--- src/rtl/bbcm_pkg.sv ---
// Shared constants, codes and handshake types for the block buffer cache manager.
// No dependencies.
`timescale 1ns / 1ps

package bbcm_pkg;

   localparam int NUM_SLOTS  = 16;
   localparam int NUM_CHAINS = 4;
   localparam int BLOCK_BITS = 16;

   localparam int IDX_W   = $clog2(NUM_SLOTS);
   localparam int PTR_W   = IDX_W + 1;
   localparam int CHAIN_W = $clog2(NUM_CHAINS);
   localparam int FLAG_W  = 6;

   typedef logic [IDX_W-1:0]      idx_type;
   typedef logic [PTR_W-1:0]      ptr_type;
   typedef logic [BLOCK_BITS-1:0] block_type;
   typedef logic [FLAG_W-1:0]     flags_type;
   typedef logic [CHAIN_W-1:0]    chain_type;

   localparam ptr_type NIL = ptr_type'(NUM_SLOTS);

   // status bit positions
   localparam int F_L = 0;
   localparam int F_V = 1;
   localparam int F_D = 2;
   localparam int F_K = 3;
   localparam int F_W = 4;
   localparam int F_O = 5;

   localparam logic [1:0] OP_GET     = 2'd0;
   localparam logic [1:0] OP_RELEASE = 2'd1;
   localparam logic [1:0] OP_SET     = 2'd2;
   localparam logic [1:0] OP_CLEAR   = 2'd3;

   localparam logic [3:0] KIND_HIT         = 4'd0;
   localparam logic [3:0] KIND_ALLOCATED   = 4'd1;
   localparam logic [3:0] KIND_SLEEP_BUSY  = 4'd2;
   localparam logic [3:0] KIND_SLEEP_EMPTY = 4'd3;
   localparam logic [3:0] KIND_WRITEBACK   = 4'd4;
   localparam logic [3:0] KIND_FREED_TAIL  = 4'd5;
   localparam logic [3:0] KIND_FREED_HEAD  = 4'd6;
   localparam logic [3:0] KIND_STATUS      = 4'd7;
   localparam logic [3:0] KIND_NOT_FOUND   = 4'd8;

   localparam logic [2:0] ACT_HIT_LOCKED = 3'd0;
   localparam logic [2:0] ACT_HIT_TAKE   = 3'd1;
   localparam logic [2:0] ACT_NO_FREE    = 3'd2;
   localparam logic [2:0] ACT_WRITEBACK  = 3'd3;
   localparam logic [2:0] ACT_ALLOCATE   = 3'd4;
   localparam logic [2:0] ACT_RELEASE    = 3'd5;
   localparam logic [2:0] ACT_NOT_FOUND  = 3'd6;
   localparam logic [2:0] ACT_STATUS     = 3'd7;

   typedef struct packed {
      logic       load;
      logic       walk;
      logic       act_en;
      logic [2:0] act;
   } cmd_type;

   typedef struct packed {
      logic [1:0] opcode;
      logic       search_done;
      logic       hit;
      logic       hit_locked;
      logic       free_empty;
      logic       head_delayed;
      logic       last;
   } status_type;

endpackage

--- src/rtl/bbcm_datapath.sv ---
// Buffer pool datapath: block/status store, hash chains, free list and result register.
// Depends on bbcm_pkg; driven by bbcm_ctrl through cmd_type.
`timescale 1ns / 1ps

module bbcm_datapath import bbcm_pkg::*; (
   input  logic       clock,
   input  logic       reset,
   input  cmd_type    cmd,
   input  logic [1:0] req_opcode,
   input  block_type  req_block_number,
   input  flags_type  req_status_mask,
   output status_type status,
   output logic [3:0] rsp_result_kind,
   output idx_type    rsp_buffer_index,
   output block_type  rsp_result_block,
   output flags_type  rsp_buffer_status,
   output logic       rsp_wake_block_waiters,
   output logic       rsp_last
);

   block_type blk_ff    [NUM_SLOTS];
   block_type blk_in    [NUM_SLOTS];
   flags_type flags_ff  [NUM_SLOTS];
   flags_type flags_in  [NUM_SLOTS];
   ptr_type   cnext_ff  [NUM_SLOTS];
   ptr_type   cnext_in  [NUM_SLOTS];
   ptr_type   cprev_ff  [NUM_SLOTS];
   ptr_type   cprev_in  [NUM_SLOTS];
   ptr_type   cfirst_ff [NUM_CHAINS];
   ptr_type   cfirst_in [NUM_CHAINS];
   ptr_type   clast_ff  [NUM_CHAINS];
   ptr_type   clast_in  [NUM_CHAINS];
   ptr_type   fnext_ff  [NUM_SLOTS];
   ptr_type   fnext_in  [NUM_SLOTS];
   ptr_type   fprev_ff  [NUM_SLOTS];
   ptr_type   fprev_in  [NUM_SLOTS];
   ptr_type   ffirst_ff, ffirst_in;
   ptr_type   flast_ff, flast_in;

   logic [1:0] op_ff, op_in;
   block_type  req_blk_ff, req_blk_in;
   flags_type  mask_ff, mask_in;
   ptr_type    cur_ff, cur_in;

   logic [3:0] kind_ff, kind_in;
   idx_type    oidx_ff, oidx_in;
   block_type  oblk_ff, oblk_in;
   flags_type  ostat_ff, ostat_in;
   logic       wake_ff, wake_in;
   logic       last_ff, last_in;

   idx_type   cur_idx, head_idx, sel, ui;
   ptr_type   p, n, lt;
   chain_type c, oc;
   logic      unlink_en, use_nil, match;

   assign cur_idx  = cur_ff[IDX_W-1:0];
   assign head_idx = ffirst_ff[IDX_W-1:0];
   assign match    = blk_ff[cur_idx] == req_blk_ff;

   assign status.opcode       = op_ff;
   assign status.search_done  = (cur_ff == NIL) || match;
   assign status.hit          = (cur_ff != NIL) && match;
   assign status.hit_locked   = flags_ff[cur_idx][F_L];
   assign status.free_empty   = ffirst_ff == NIL;
   assign status.head_delayed = flags_ff[head_idx][F_D];
   assign status.last         = last_ff;

   always_comb begin
      blk_in    = blk_ff;
      flags_in  = flags_ff;
      cnext_in  = cnext_ff;
      cprev_in  = cprev_ff;
      cfirst_in = cfirst_ff;
      clast_in  = clast_ff;
      fnext_in  = fnext_ff;
      fprev_in  = fprev_ff;
      ffirst_in = ffirst_ff;
      flast_in  = flast_ff;
      op_in      = op_ff;
      req_blk_in = req_blk_ff;
      mask_in    = mask_ff;
      cur_in     = cur_ff;
      kind_in  = kind_ff;
      oidx_in  = oidx_ff;
      oblk_in  = oblk_ff;
      ostat_in = ostat_ff;
      wake_in  = wake_ff;
      last_in  = last_ff;
      p = NIL;
      n = NIL;
      lt = NIL;
      c = req_blk_ff[CHAIN_W-1:0];
      oc = '0;
      sel = cur_idx;
      use_nil = 1'b0;
      unlink_en = 1'b0;
      ui = cur_idx;

      if (cmd.load) begin
         op_in      = req_opcode;
         req_blk_in = req_block_number;
         mask_in    = req_status_mask;
         cur_in     = cfirst_ff[req_block_number[CHAIN_W-1:0]];
      end
      if (cmd.walk) begin
         cur_in = cnext_ff[cur_idx];
      end

      if (cmd.act_en) begin
         case (cmd.act)
            ACT_HIT_TAKE, ACT_RELEASE: begin
               unlink_en = 1'b1;
               ui = cur_idx;
            end
            ACT_WRITEBACK, ACT_ALLOCATE: begin
               unlink_en = 1'b1;
               ui = head_idx;
            end
            default: unlink_en = 1'b0;
         endcase
      end

      // take the buffer off the free list first
      if (unlink_en && (ffirst_in == {1'b0, ui} || fprev_in[ui] != NIL)) begin
         p = fprev_in[ui];
         n = fnext_in[ui];
         if (p == NIL) ffirst_in = n;
         else fnext_in[p[IDX_W-1:0]] = n;
         if (n == NIL) flast_in = p;
         else fprev_in[n[IDX_W-1:0]] = p;
         fnext_in[ui] = NIL;
         fprev_in[ui] = NIL;
      end

      if (cmd.act_en) begin
         wake_in = 1'b0;
         last_in = 1'b1;
         unique case (cmd.act)
            ACT_HIT_LOCKED: begin
               flags_in[cur_idx][F_W] = 1'b1;
               kind_in = KIND_SLEEP_BUSY;
            end
            ACT_HIT_TAKE: begin
               flags_in[cur_idx][F_L] = 1'b1;
               kind_in = KIND_HIT;
            end
            ACT_NO_FREE: begin
               use_nil = 1'b1;
               kind_in = KIND_SLEEP_EMPTY;
            end
            ACT_WRITEBACK: begin
               sel = head_idx;
               flags_in[head_idx][F_D] = 1'b0;
               flags_in[head_idx][F_L] = 1'b1;
               flags_in[head_idx][F_K] = 1'b1;
               flags_in[head_idx][F_O] = 1'b1;
               kind_in = KIND_WRITEBACK;
               last_in = 1'b0;
            end
            ACT_ALLOCATE: begin
               sel = head_idx;
               flags_in[head_idx][F_L] = 1'b1;
               flags_in[head_idx][F_V] = 1'b0;
               // leave the old chain
               oc = blk_ff[head_idx][CHAIN_W-1:0];
               if (cfirst_in[oc] == ffirst_ff || cprev_in[head_idx] != NIL) begin
                  p = cprev_in[head_idx];
                  n = cnext_in[head_idx];
                  if (p == NIL) cfirst_in[oc] = n;
                  else cnext_in[p[IDX_W-1:0]] = n;
                  if (n == NIL) clast_in[oc] = p;
                  else cprev_in[n[IDX_W-1:0]] = p;
               end
               blk_in[head_idx] = req_blk_ff;
               lt = clast_in[c];
               cnext_in[head_idx] = NIL;
               cprev_in[head_idx] = lt;
               if (lt == NIL) cfirst_in[c] = ffirst_ff;
               else cnext_in[lt[IDX_W-1:0]] = ffirst_ff;
               clast_in[c] = ffirst_ff;
               kind_in = KIND_ALLOCATED;
            end
            ACT_RELEASE: begin
               wake_in = flags_ff[cur_idx][F_W];
               flags_in[cur_idx][F_W] = 1'b0;
               if (flags_ff[cur_idx][F_V] && !flags_ff[cur_idx][F_O]) begin
                  lt = flast_in;
                  fnext_in[cur_idx] = NIL;
                  fprev_in[cur_idx] = lt;
                  if (lt == NIL) ffirst_in = cur_ff;
                  else fnext_in[lt[IDX_W-1:0]] = cur_ff;
                  flast_in = cur_ff;
                  kind_in = KIND_FREED_TAIL;
               end else begin
                  flags_in[cur_idx][F_O] = 1'b0;
                  lt = ffirst_in;
                  fprev_in[cur_idx] = NIL;
                  fnext_in[cur_idx] = lt;
                  if (lt == NIL) flast_in = cur_ff;
                  else fprev_in[lt[IDX_W-1:0]] = cur_ff;
                  ffirst_in = cur_ff;
                  kind_in = KIND_FREED_HEAD;
               end
               flags_in[cur_idx][F_L] = 1'b0;
            end
            ACT_NOT_FOUND: begin
               use_nil = 1'b1;
               kind_in = KIND_NOT_FOUND;
            end
            ACT_STATUS: begin
               if (op_ff == OP_SET) flags_in[cur_idx] = flags_ff[cur_idx] | mask_ff;
               else flags_in[cur_idx] = flags_ff[cur_idx] & ~mask_ff;
               kind_in = KIND_STATUS;
            end
            default: kind_in = KIND_NOT_FOUND;
         endcase
         if (use_nil) begin
            oidx_in  = '0;
            oblk_in  = req_blk_ff;
            ostat_in = '0;
         end else begin
            oidx_in  = sel;
            oblk_in  = blk_in[sel];
            ostat_in = flags_in[sel];
         end
      end
   end

   always_ff @(posedge clock) begin
      if (reset) begin
         for (int k = 0; k < NUM_SLOTS; k++) begin
            blk_ff[k]   <= '0;
            flags_ff[k] <= '0;
            cnext_ff[k] <= NIL;
            cprev_ff[k] <= NIL;
            fnext_ff[k] <= (k + 1 < NUM_SLOTS) ? ptr_type'(k + 1) : NIL;
            fprev_ff[k] <= (k > 0) ? ptr_type'(k - 1) : NIL;
         end
         for (int k = 0; k < NUM_CHAINS; k++) begin
            cfirst_ff[k] <= NIL;
            clast_ff[k]  <= NIL;
         end
         ffirst_ff <= '0;
         flast_ff  <= ptr_type'(NUM_SLOTS - 1);
         cur_ff    <= NIL;
         last_ff   <= 1'b1;
      end else begin
         blk_ff    <= blk_in;
         flags_ff  <= flags_in;
         cnext_ff  <= cnext_in;
         cprev_ff  <= cprev_in;
         fnext_ff  <= fnext_in;
         fprev_ff  <= fprev_in;
         cfirst_ff <= cfirst_in;
         clast_ff  <= clast_in;
         ffirst_ff <= ffirst_in;
         flast_ff  <= flast_in;
         cur_ff    <= cur_in;
         last_ff   <= last_in;
      end
   end

   always_ff @(posedge clock) begin
      op_ff      <= op_in;
      req_blk_ff <= req_blk_in;
      mask_ff    <= mask_in;
      kind_ff    <= kind_in;
      oidx_ff    <= oidx_in;
      oblk_ff    <= oblk_in;
      ostat_ff   <= ostat_in;
      wake_ff    <= wake_in;
   end

   assign rsp_result_kind        = kind_ff;
   assign rsp_buffer_index       = oidx_ff;
   assign rsp_result_block       = oblk_ff;
   assign rsp_buffer_status      = ostat_ff;
   assign rsp_wake_block_waiters = wake_ff;
   assign rsp_last               = last_ff;

endmodule

--- src/rtl/bbcm_ctrl.sv ---
// Sequencer for the buffer cache: chain walk, allocation loop and result handshake.
// Depends on bbcm_pkg; drives bbcm_datapath through cmd_type.
`timescale 1ns / 1ps

module bbcm_ctrl import bbcm_pkg::*; (
   input  logic       clock,
   input  logic       reset,
   input  logic       req_valid,
   output logic       req_ready,
   output logic       rsp_valid,
   input  logic       rsp_ready,
   input  status_type status,
   output cmd_type    cmd
);

   localparam logic [1:0] ST_IDLE   = 2'd0;
   localparam logic [1:0] ST_SEARCH = 2'd1;
   localparam logic [1:0] ST_ALLOC  = 2'd2;
   localparam logic [1:0] ST_EMIT   = 2'd3;

   logic [1:0] state_ff, state_in;

   always_comb begin
      state_in  = state_ff;
      cmd       = '0;
      req_ready = 1'b0;
      rsp_valid = 1'b0;
      unique case (state_ff)
         ST_IDLE: begin
            req_ready = 1'b1;
            if (req_valid) begin
               cmd.load = 1'b1;
               state_in = ST_SEARCH;
            end
         end
         ST_SEARCH: begin
            if (!status.search_done) begin
               cmd.walk = 1'b1;
            end else begin
               cmd.act_en = 1'b1;
               state_in   = ST_EMIT;
               case (status.opcode)
                  OP_GET: begin
                     if (!status.hit) begin
                        cmd.act_en = 1'b0;
                        state_in   = ST_ALLOC;
                     end else if (status.hit_locked) cmd.act = ACT_HIT_LOCKED;
                     else cmd.act = ACT_HIT_TAKE;
                  end
                  OP_RELEASE: begin
                     cmd.act = (status.hit && status.hit_locked) ? ACT_RELEASE : ACT_NOT_FOUND;
                  end
                  default: cmd.act = status.hit ? ACT_STATUS : ACT_NOT_FOUND;
               endcase
            end
         end
         ST_ALLOC: begin
            cmd.act_en = 1'b1;
            state_in   = ST_EMIT;
            if (status.free_empty) cmd.act = ACT_NO_FREE;
            else if (status.head_delayed) cmd.act = ACT_WRITEBACK;
            else cmd.act = ACT_ALLOCATE;
         end
         ST_EMIT: begin
            rsp_valid = 1'b1;
            // a writeback result is followed by another look at the free head
            if (rsp_ready) state_in = status.last ? ST_IDLE : ST_ALLOC;
         end
         default: state_in = ST_IDLE;
      endcase
   end

   always_ff @(posedge clock) begin
      if (reset) begin
         state_ff <= ST_IDLE;
      end else begin
         state_ff <= state_in;
      end
   end

endmodule

--- src/rtl/block_buffer_cache_manager.sv ---
// Set, clear, release and get hits walk the hash chain one buffer per cycle, then register the result;
// a get miss passes through the allocation state first, and each writeback repeats that state.
// One transaction at a time: a new request is taken only after the final result is accepted.
// The free-head loop alternates allocation and result states until an allocation or no-free result.
// Reset (synchronous): all buffers unhashed, invalid and on the free list in index order.
`timescale 1ns / 1ps

module block_buffer_cache_manager import bbcm_pkg::*; (
   input  logic       clock,
   input  logic       reset,
   input  logic       req_valid,
   output logic       req_ready,
   input  logic [1:0] req_opcode,
   input  block_type  req_block_number,
   input  flags_type  req_status_mask,
   output logic       rsp_valid,
   input  logic       rsp_ready,
   output logic [3:0] rsp_result_kind,
   output idx_type    rsp_buffer_index,
   output block_type  rsp_result_block,
   output flags_type  rsp_buffer_status,
   output logic       rsp_wake_block_waiters,
   output logic       rsp_last
);

   cmd_type    cmd;
   status_type status;

   bbcm_ctrl u_ctrl (
      .clock     (clock),
      .reset     (reset),
      .req_valid (req_valid),
      .req_ready (req_ready),
      .rsp_valid (rsp_valid),
      .rsp_ready (rsp_ready),
      .status    (status),
      .cmd       (cmd)
   );

   bbcm_datapath u_datapath (
      .clock                  (clock),
      .reset                  (reset),
      .cmd                    (cmd),
      .req_opcode             (req_opcode),
      .req_block_number       (req_block_number),
      .req_status_mask        (req_status_mask),
      .status                 (status),
      .rsp_result_kind        (rsp_result_kind),
      .rsp_buffer_index       (rsp_buffer_index),
      .rsp_result_block       (rsp_result_block),
      .rsp_buffer_status      (rsp_buffer_status),
      .rsp_wake_block_waiters (rsp_wake_block_waiters),
      .rsp_last               (rsp_last)
   );

endmodule

--- config.mk ---
export PLATFORM = sky130hd
export DESIGN_NAME = block_buffer_cache_manager
export DESIGN_NICKNAME = d
export VERILOG_FILES = /design/src/rtl/bbcm_pkg.sv /design/src/rtl/bbcm_datapath.sv /design/src/rtl/bbcm_ctrl.sv /design/src/rtl/block_buffer_cache_manager.sv
export SDC_FILE = /design/constraint.sdc
export NUM_CORES = 2
export LEC_CHECK = 0
export BUFFER_PORTS_ARGS = -buffer_cell sky130_fd_sc_hd__buf_4
export CAP_MARGIN = 20
export CORE_MARGIN = 4
export CORE_UTILIZATION = 30
export CTS_CLUSTER_SIZE = 40
export DETAILED_ROUTE_END_ITERATION = 6
export SLEW_MARGIN = 30
export SYNTH_ARGS = -nofsm -noshare
export SYNTH_HDL_FRONTEND = slang
export SYNTH_SLANG_ARGS = --single-unit
--- constraint.sdc ---
create_clock -name clock -period 6.85 [get_ports clock]
set_clock_uncertainty 0.2 [all_clocks]
set_input_delay 0.3425 -clock clock [delete_from_list [all_inputs] [get_ports clock]]
set_output_delay 0.3425 -clock clock [all_outputs]
set_load 0.01 [all_outputs]
# Yosys cells after proc, flatten, opt, wreduce, memory -nomap -nowiden
# Cells that the tools add are included.
# word_totals
register_bits	785
in_bits	28
out_inout_bits	34
wordCells	440
# op_classes
order_cmp	26
n_eq_ne	30
muxes	192
bitwise_logic	46
reduce_logical	29
# ops
operator	n
$mux 80	23
$bwmux 80	10
$or 96x96->96	6
$pmux 96 s6	1
$mux 256	2
$and 96x96->96	5
$mux 96	5
$not 96->96	5
$and 64x64->64	5
$bwmux 256	1
$demux 6 s4	9
$mux 5	43
$demux 5 s4	10
$bmux 16 s4	3
$bwmux 96	2
$not 64->64	3
$mux 20	9
$bmux 5 s4	5
$mux 16	6
$bwmux 20	4
$or 16x16->16	5
$bmux 6 s4	3
$demux 16 s4	1
$ge 5x5->1 const B	11
other kinds (41)	146

# Longest topological paths before layout
# depth
depth_word	35
depth_mapped	28
depth_no_buf	17

# Modules after synthesis
# Synthesis repeated with hierarchy kept, for this count alone.
# hier_totals
cells_unflattened	6660
hier_area_um2	52011.1
# modules_own_cells
mod	n_inst	cells_per_inst	area_per_inst_um2	seq_area_each_um2
bbcm_datapath	1	6623	51695.8	16225.6
bbcm_ctrl	1	37	315.3	40.0

# Worst setup path before layout
# Ideal clock, no wire load.
# synth_timing
path_type	register to register
from	register u_datapath.ffirst_ff[0]
to	register u_datapath.fprev_ff[59] (netlist name)
setup_time_ns	0.119
t_arrival_ns	5.807
required_time_ns	6.531
slack_ns	0.724
path_stages_with_launch	22
path_buffers	6
synth_period_minus_slack_ns	6.126
path_cell_list	dfxtp_1 -> buf_2 -> mux4_2 -> mux4_2 -> and3_1 -> and2_1 -> a41o_1 -> and2_1 -> buf_2 -> mux2i_1 -> buf_4 -> mux2i_1 -> clkbuf_1 -> o31ai_1 -> a311o_1 -> nand4_1 -> nor4_1 -> buf_4 -> buf_6 -> a2111oi_2 -> mux2_2 -> o221a_2
# synth_via
elab_chain_len	31
elab_cells_between_ends	65
classes_between	order compare: 6; eq/ne: 10; mux: 36; bitwise: 6; reduce/logical: 7
# synth_rtl
item	line	text
start: declaration	bbcm_datapath.sv:37	ptr_type ffirst_ff, ffirst_in;
start signal: assignment	bbcm_datapath.sv:257	ffirst_ff <= ffirst_in;
$not 4->5 (not written as such)	bbcm_datapath.sv:66	assign status.head_delayed = flags_ff[head_idx][F_D];
$bmux 6 s4	bbcm_datapath.sv:66	
$mux 3 (not written as such) (2 in a row)	bbcm_datapath.sv:66	
$mux 3	bbcm_ctrl.sv:61	else if (status.head_delayed) cmd.act = ACT_WRITEBACK;
$mux 3	bbcm_ctrl.sv:60	if (status.free_empty) cmd.act = ACT_NO_FREE;
$pmux 4 s2	bbcm_ctrl.sv:28	unique case (state_ff)
$eq 3x2->1 or $eq 3x3->1 (tied branches)	bbcm_datapath.sv:111	case (cmd.act)
$reduce_or 2->1 (no line)	-	
(+14 left out)	-	
$or 16x16->16 (no line)	-	
$mux 80	bbcm_datapath.sv:125	if (unlink_en && (ffirst_in == {1'b0, ui} || fprev_in[ui] != NIL)) begin
$or 16x16->16 (no line)	-	
$bwmux 80	bbcm_datapath.sv:201	else fprev_in[lt[IDX_W-1:0]] = cur_ff;
$mux 80	bbcm_datapath.sv:200	if (lt == NIL) flast_in = cur_ff;
$mux 80	bbcm_datapath.sv:187	if (flags_ff[cur_idx][F_V] && !flags_ff[cur_idx][F_O]) begin
$mux 80	bbcm_datapath.sv:139	unique case (cmd.act)
$mux 80 *	bbcm_datapath.sv:136	if (cmd.act_en) begin
end signal: indexed assignment	bbcm_datapath.sv:238	fprev_ff[k] <= (k > 0) ? ptr_type'(k - 1) : NIL;
end signal: assignment	bbcm_datapath.sv:254	fprev_ff <= fprev_in;
end: declaration	bbcm_datapath.sv:35	ptr_type fprev_ff [NUM_SLOTS];
# Mark *: on every way between the ends. The rest lies on a longest branch, timed or not. The select of a mux whose other input is x is not followed.
# A chain may end at the register's enable or synchronous reset.

# Worst setup path after layout
# layout_timing
from	register u_datapath.cur_ff[1]
to	register u_datapath.fprev_ff[77] (netlist name)
# layout_via
elab_chain_len	35
elab_cells_between_ends	88
classes_between	order compare: 8; eq/ne: 12; mux: 47; bitwise: 8; reduce/logical: 13
# layout_rtl
item	line	text
start: declaration	bbcm_datapath.sv:43	ptr_type cur_ff, cur_in;
start signal: assignment	bbcm_datapath.sv:259	cur_ff <= cur_in;
$not 4->5 (not written as such)	-	
$bmux 16 s4	bbcm_datapath.sv:59	assign match = blk_ff[cur_idx] == req_blk_ff;
$mux 16 (not written as such) (2 in a row)	bbcm_datapath.sv:59	
$eq 16x16->1	bbcm_datapath.sv:59	
$logic_and 1x1->1	bbcm_datapath.sv:63	assign status.hit = (cur_ff != NIL) && match;
$logic_and 1x1->1	bbcm_ctrl.sv:51	cmd.act = (status.hit && status.hit_locked) ? ACT_RELEASE : ACT_NOT_FOUND;
$mux 2	bbcm_ctrl.sv:51	
$pmux 3 s2	bbcm_ctrl.sv:42	case (status.opcode)
(+18 left out)	-	
$and 64x64->64 (no line)	-	
$mux 80	bbcm_datapath.sv:125	
$and 64x64->64 (no line)	-	
$bwmux 80	bbcm_datapath.sv:201	
$mux 80	bbcm_datapath.sv:200	
$mux 80	bbcm_datapath.sv:187	
$mux 80	bbcm_datapath.sv:139	
$mux 80 *	bbcm_datapath.sv:136	
# Marks and branches as above.

==> out/qor.tcl <==
set qor(fin_area_um2) 60100
set qor(synthToLayoutAreaGrowth_pct) 23.7
set qor(total_power_mw) 17.8
set qor(numCtsBuffers) 91
set qor(antenna_found_initial) 13
set qor(globalRouteTotalUtil) 0.280
set qor(crit_path_top_delay_cell) {sky130_fd_sc_hd__or4_4}
set qor(slew_headroom) 0.210
set qor(outcome) {finished with violations}
set qor(syn-cell-area_um2) 48600
set qor(leakage_nw) 21.2
set qor(detail_route.iter0.violations) 8636
set qor(grt_max_degree) 211
set qor(cts_root_buf) {sky130_fd_sc_hd__clkbuf_16}
set qor(synth_async_sr_flop_share) 0
set qor(postSynthNetCount) 6010
set qor(detail_route_antenna_nets) 0
set qor(post_synth_num_cell_types) 99
set qor(die_width_um) 410
set qor(synth-seq-cells) 785
set qor(power.density_nw_per_um2) 296
set qor(crit_path_cell_trace) {buf_12 > buf_6 > mux4_2 > mux4_2 > xor2_2 > nor4_2 > buf_4 > nand4_1 > buf_6 > buf_6 > o211ai_4 > nor3_4 > or3_4 > buf_6 > a211o_1 > a32oi_2 > o311ai_4 > or4_4 > buf_6 > or4_4 > a211oi_4 > nor3_2 > a221o_1}
set qor(tritoncts_clock_tree) {done}
set qor(critical_path.startpoint) {u_datapath.cur_ff[1]}
set qor(critical_path.reg2reg.startpoint) {u_datapath.cur_ff[1]}
set qor(io_buffer_count) 61
set qor(yosysSeqAreaShare) 0.335
set qor(peakVddDrop_mv) 0.241
set qor(floorplan.io_pins) 62
set qor(min_period_ps) 6920
set qor(grt_overflow_total) 0
set qor(synth_top_cells_by_area) {sky130_fd_sc_hd__dfxtp_1, sky130_fd_sc_hd__mux4_2, sky130_fd_sc_hd__nand2_1}
set qor(cts.reportedPaths.clkPinSlew_ps) 60
set qor(die_outline_area_um2) 168000
set qor(post-route-period-util) 1.01
set qor(layout_commonest_cell) {sky130_fd_sc_hd__nand2_1}
set qor(hp-class) {input pin to register}
set qor(critical_path.endpoint_type) {register}
set qor(grt_pass1_vias) 50234
set qor(critical_path_required_ps) 7270
set qor(drt_pass1_iterations) 7
set qor(crit_path_max_fanout) 7
set qor(post_route_cells_drive_above_1_share) 0.224
set qor(dpl_cell_area_um2) 54900
set qor(cp.arrival_ps) 7340
set qor(finalHoldViolations) 0
set qor(type_of_origin_of_the_critical_path) {register}
set qor(starting_density_of_the_core) 0.302
set qor(hold_start) {req_block_number[11]}
set qor(critical-path-top-delay-family) {simple AND/OR/NAND/NOR gates}
set qor(detailedPlace.worstSlack_ps) -296
set qor(totalNegativeSetupSlack_ps) -303
set qor(synthDominantCellAreaShare) 0.301
set qor(top_library_cells_by_usage_in_the_layout_fill_and_taps_aside) {sky130_fd_sc_hd__nand2_1, sky130_fd_sc_hd__dfxtp_1, sky130_fd_sc_hd__buf_4}
set qor(failing_checks) {setup timing}
set qor(setup.reg_to_reg.worst_slack_ps) -70
set qor(row_count) 147
set qor(post_synth_inst_count) 5978
set qor(post_drt_wl_per_cell_um) 29.2
set qor(num_vias) 54077
set qor(drc_errors) 0
set qor(wirelength_um) 249000
set qor(worstPathBufferInverterCount) 7
set qor(rsz0062_at_grt) {true}
set qor(finalWorstSetupSlack_ps) -72.3
set qor(final_net_count) 6294
set qor(hpwlAfterDp_um) 165000
set qor(synth.yosys.warnings) 0
set qor(fp.dieH_um) 410
set qor(routed_via_density) 6.36
set qor(synth_top_flop_cell) {sky130_fd_sc_hd__dfxtp_1}
set qor(cp_common_cell) {sky130_fd_sc_hd__buf_6}
set qor(number_of_enable_type_register_cells_in_the_synthesized_netlist) 55
set qor(wire_length_of_the_first_global_routing_pass_um) 353000
set qor(h-tree-depth) 3
set qor(clkSinkCount) 785
set qor(type_of_the_worst_setup_path) {register to register}
set qor(timing_max_transition_violations_final) 0
set qor(fmax_mhz) 144
set qor(synth.largest_area_cell) {sky130_fd_sc_hd__dfxtp_1}
set qor(placeable_core_area_um2) 161000
set qor(fill_cells) 16293
set qor(postSynthAreaPerCell_um2) 8.13
set qor(clk_latency_ps) 780
set qor(final-setup-viol-count) 7
set qor(finalCoreUtilization) 0.374
set qor(gp_congestion) 1.05
set qor(max_cap_violations) 0
set qor(clk_path_buf_depth) 3
set qor(worst_slew_pin_slew_ps) 1180
set qor(cpPeakStageDelay_ps) 610
[timing repair]
item                       4_1_cts  5_1_grt
hold buffers                    26        0
buffers inserted                 8       53
setup endpoints to repair       77      169
pin swaps                        7       54
resized for setup               32      197
cloned                           3        4
hold endpoints to repair        56        0
[where the power goes]
part | switching (mW) | internal [mW]
combinational | 4.53 | 2.50
clock | 2.28 | 2.95
sequential | 0.427 | 5.07
total | 7.24 | 10.5
[sequential cells by signal, summed over array words and instances (netlist names), 2 cells and up]
signal,count
u_ctrl.state_ff,2
u_datapath.clast_ff,20
u_datapath.ffirst_ff,5
u_datapath.flast_ff,5
u_datapath.req_blk_ff,16
u_datapath.mask_ff,6
u_datapath.rsp_result_kind,4
u_datapath.cur_ff,5
u_datapath.rsp_buffer_status,6
u_datapath.flags_ff,96
u_datapath.fprev_ff,80
u_datapath.rsp_result_block,16
u_datapath.op_ff,2
u_datapath.blk_ff,256
u_datapath.fnext_ff,80
u_datapath.cnext_ff,80
u_datapath.cfirst_ff,20
u_datapath.rsp_buffer_index,4
u_datapath.cprev_ff,80
[stage by stage]
stage,std cells,hold WS [ps]
floorplan,5978,229
global placement,8234,239
detailed placement,8234,245
CTS,8440,59.9
global route,8501,79.4
finish,8504,89.2
[final cells by class]
cell class,count,area [um2],area share
multi-input cells,4570,31100,0.517
flip-flops and latches,785,16300,0.271
repair buffers,774,6740,0.112
well taps,2160,2700,0.0450
clock buffers,129,2570,0.0428
clock inverters,40,568,0.00945
inverters,40,153,0.00254
diodes,6,15.0,0.000250
[per-layer routing]
layer / routed length (um) / GRT usage / up-vias
met5: 63 / 0.000575 / -
met4: 19300 / 0.177 / 10
met1: 94400 / 0.362 / 25996
li1: - / - / 22850
met2: 103000 / 0.408 / 4150
met3: 32200 / 0.0795 / 1071
[worst paths after layout]
path,cells after the start,to
setup / recovery,23,u_datapath.fprev_ff[77]
hold / removal,2,u_datapath.req_blk_ff[11]
setup reg to reg,23,u_datapath.fprev_ff[77]
hold reg to reg,2,u_datapath.cprev_ff[51]
[kinds of logic (layout without fill, tap and decap cells)]
logic type / Yosys count / after routing / synth area share
AOI/OAI and AO/OA: 1911 / 1911 / 0.255
adders and majority gates: 4 / 4 / 0.00103
muxes: 594 / 594 / 0.172
and+or+nand+nor: 2034 / 2036 / 0.181
buffers and inverters: 625 / 983 / 0.0516
xor gates and xnor gates: 25 / 25 / 0.00451
other: 0 / 6 / 0
DFF: 785 / 785 / 0.335
[synthesized netlist by cell type, drive strengths merged, types with 103 or more instances]
| master | instances |
|---|---|
| dfxtp | 730 |
| nand3 | 116 |
| clkbuf | 492 |
| o221ai | 103 |
| a21oi | 655 |
| o21ai | 317 |
| nor2 | 554 |
| nor3 | 229 |
| o22ai | 182 |
| a211oi | 108 |
| mux2i | 311 |
| nand2 | 892 |
| mux2 | 104 |
| mux4 | 179 |
No activity file was read; power rests on OpenSTA's default activity.
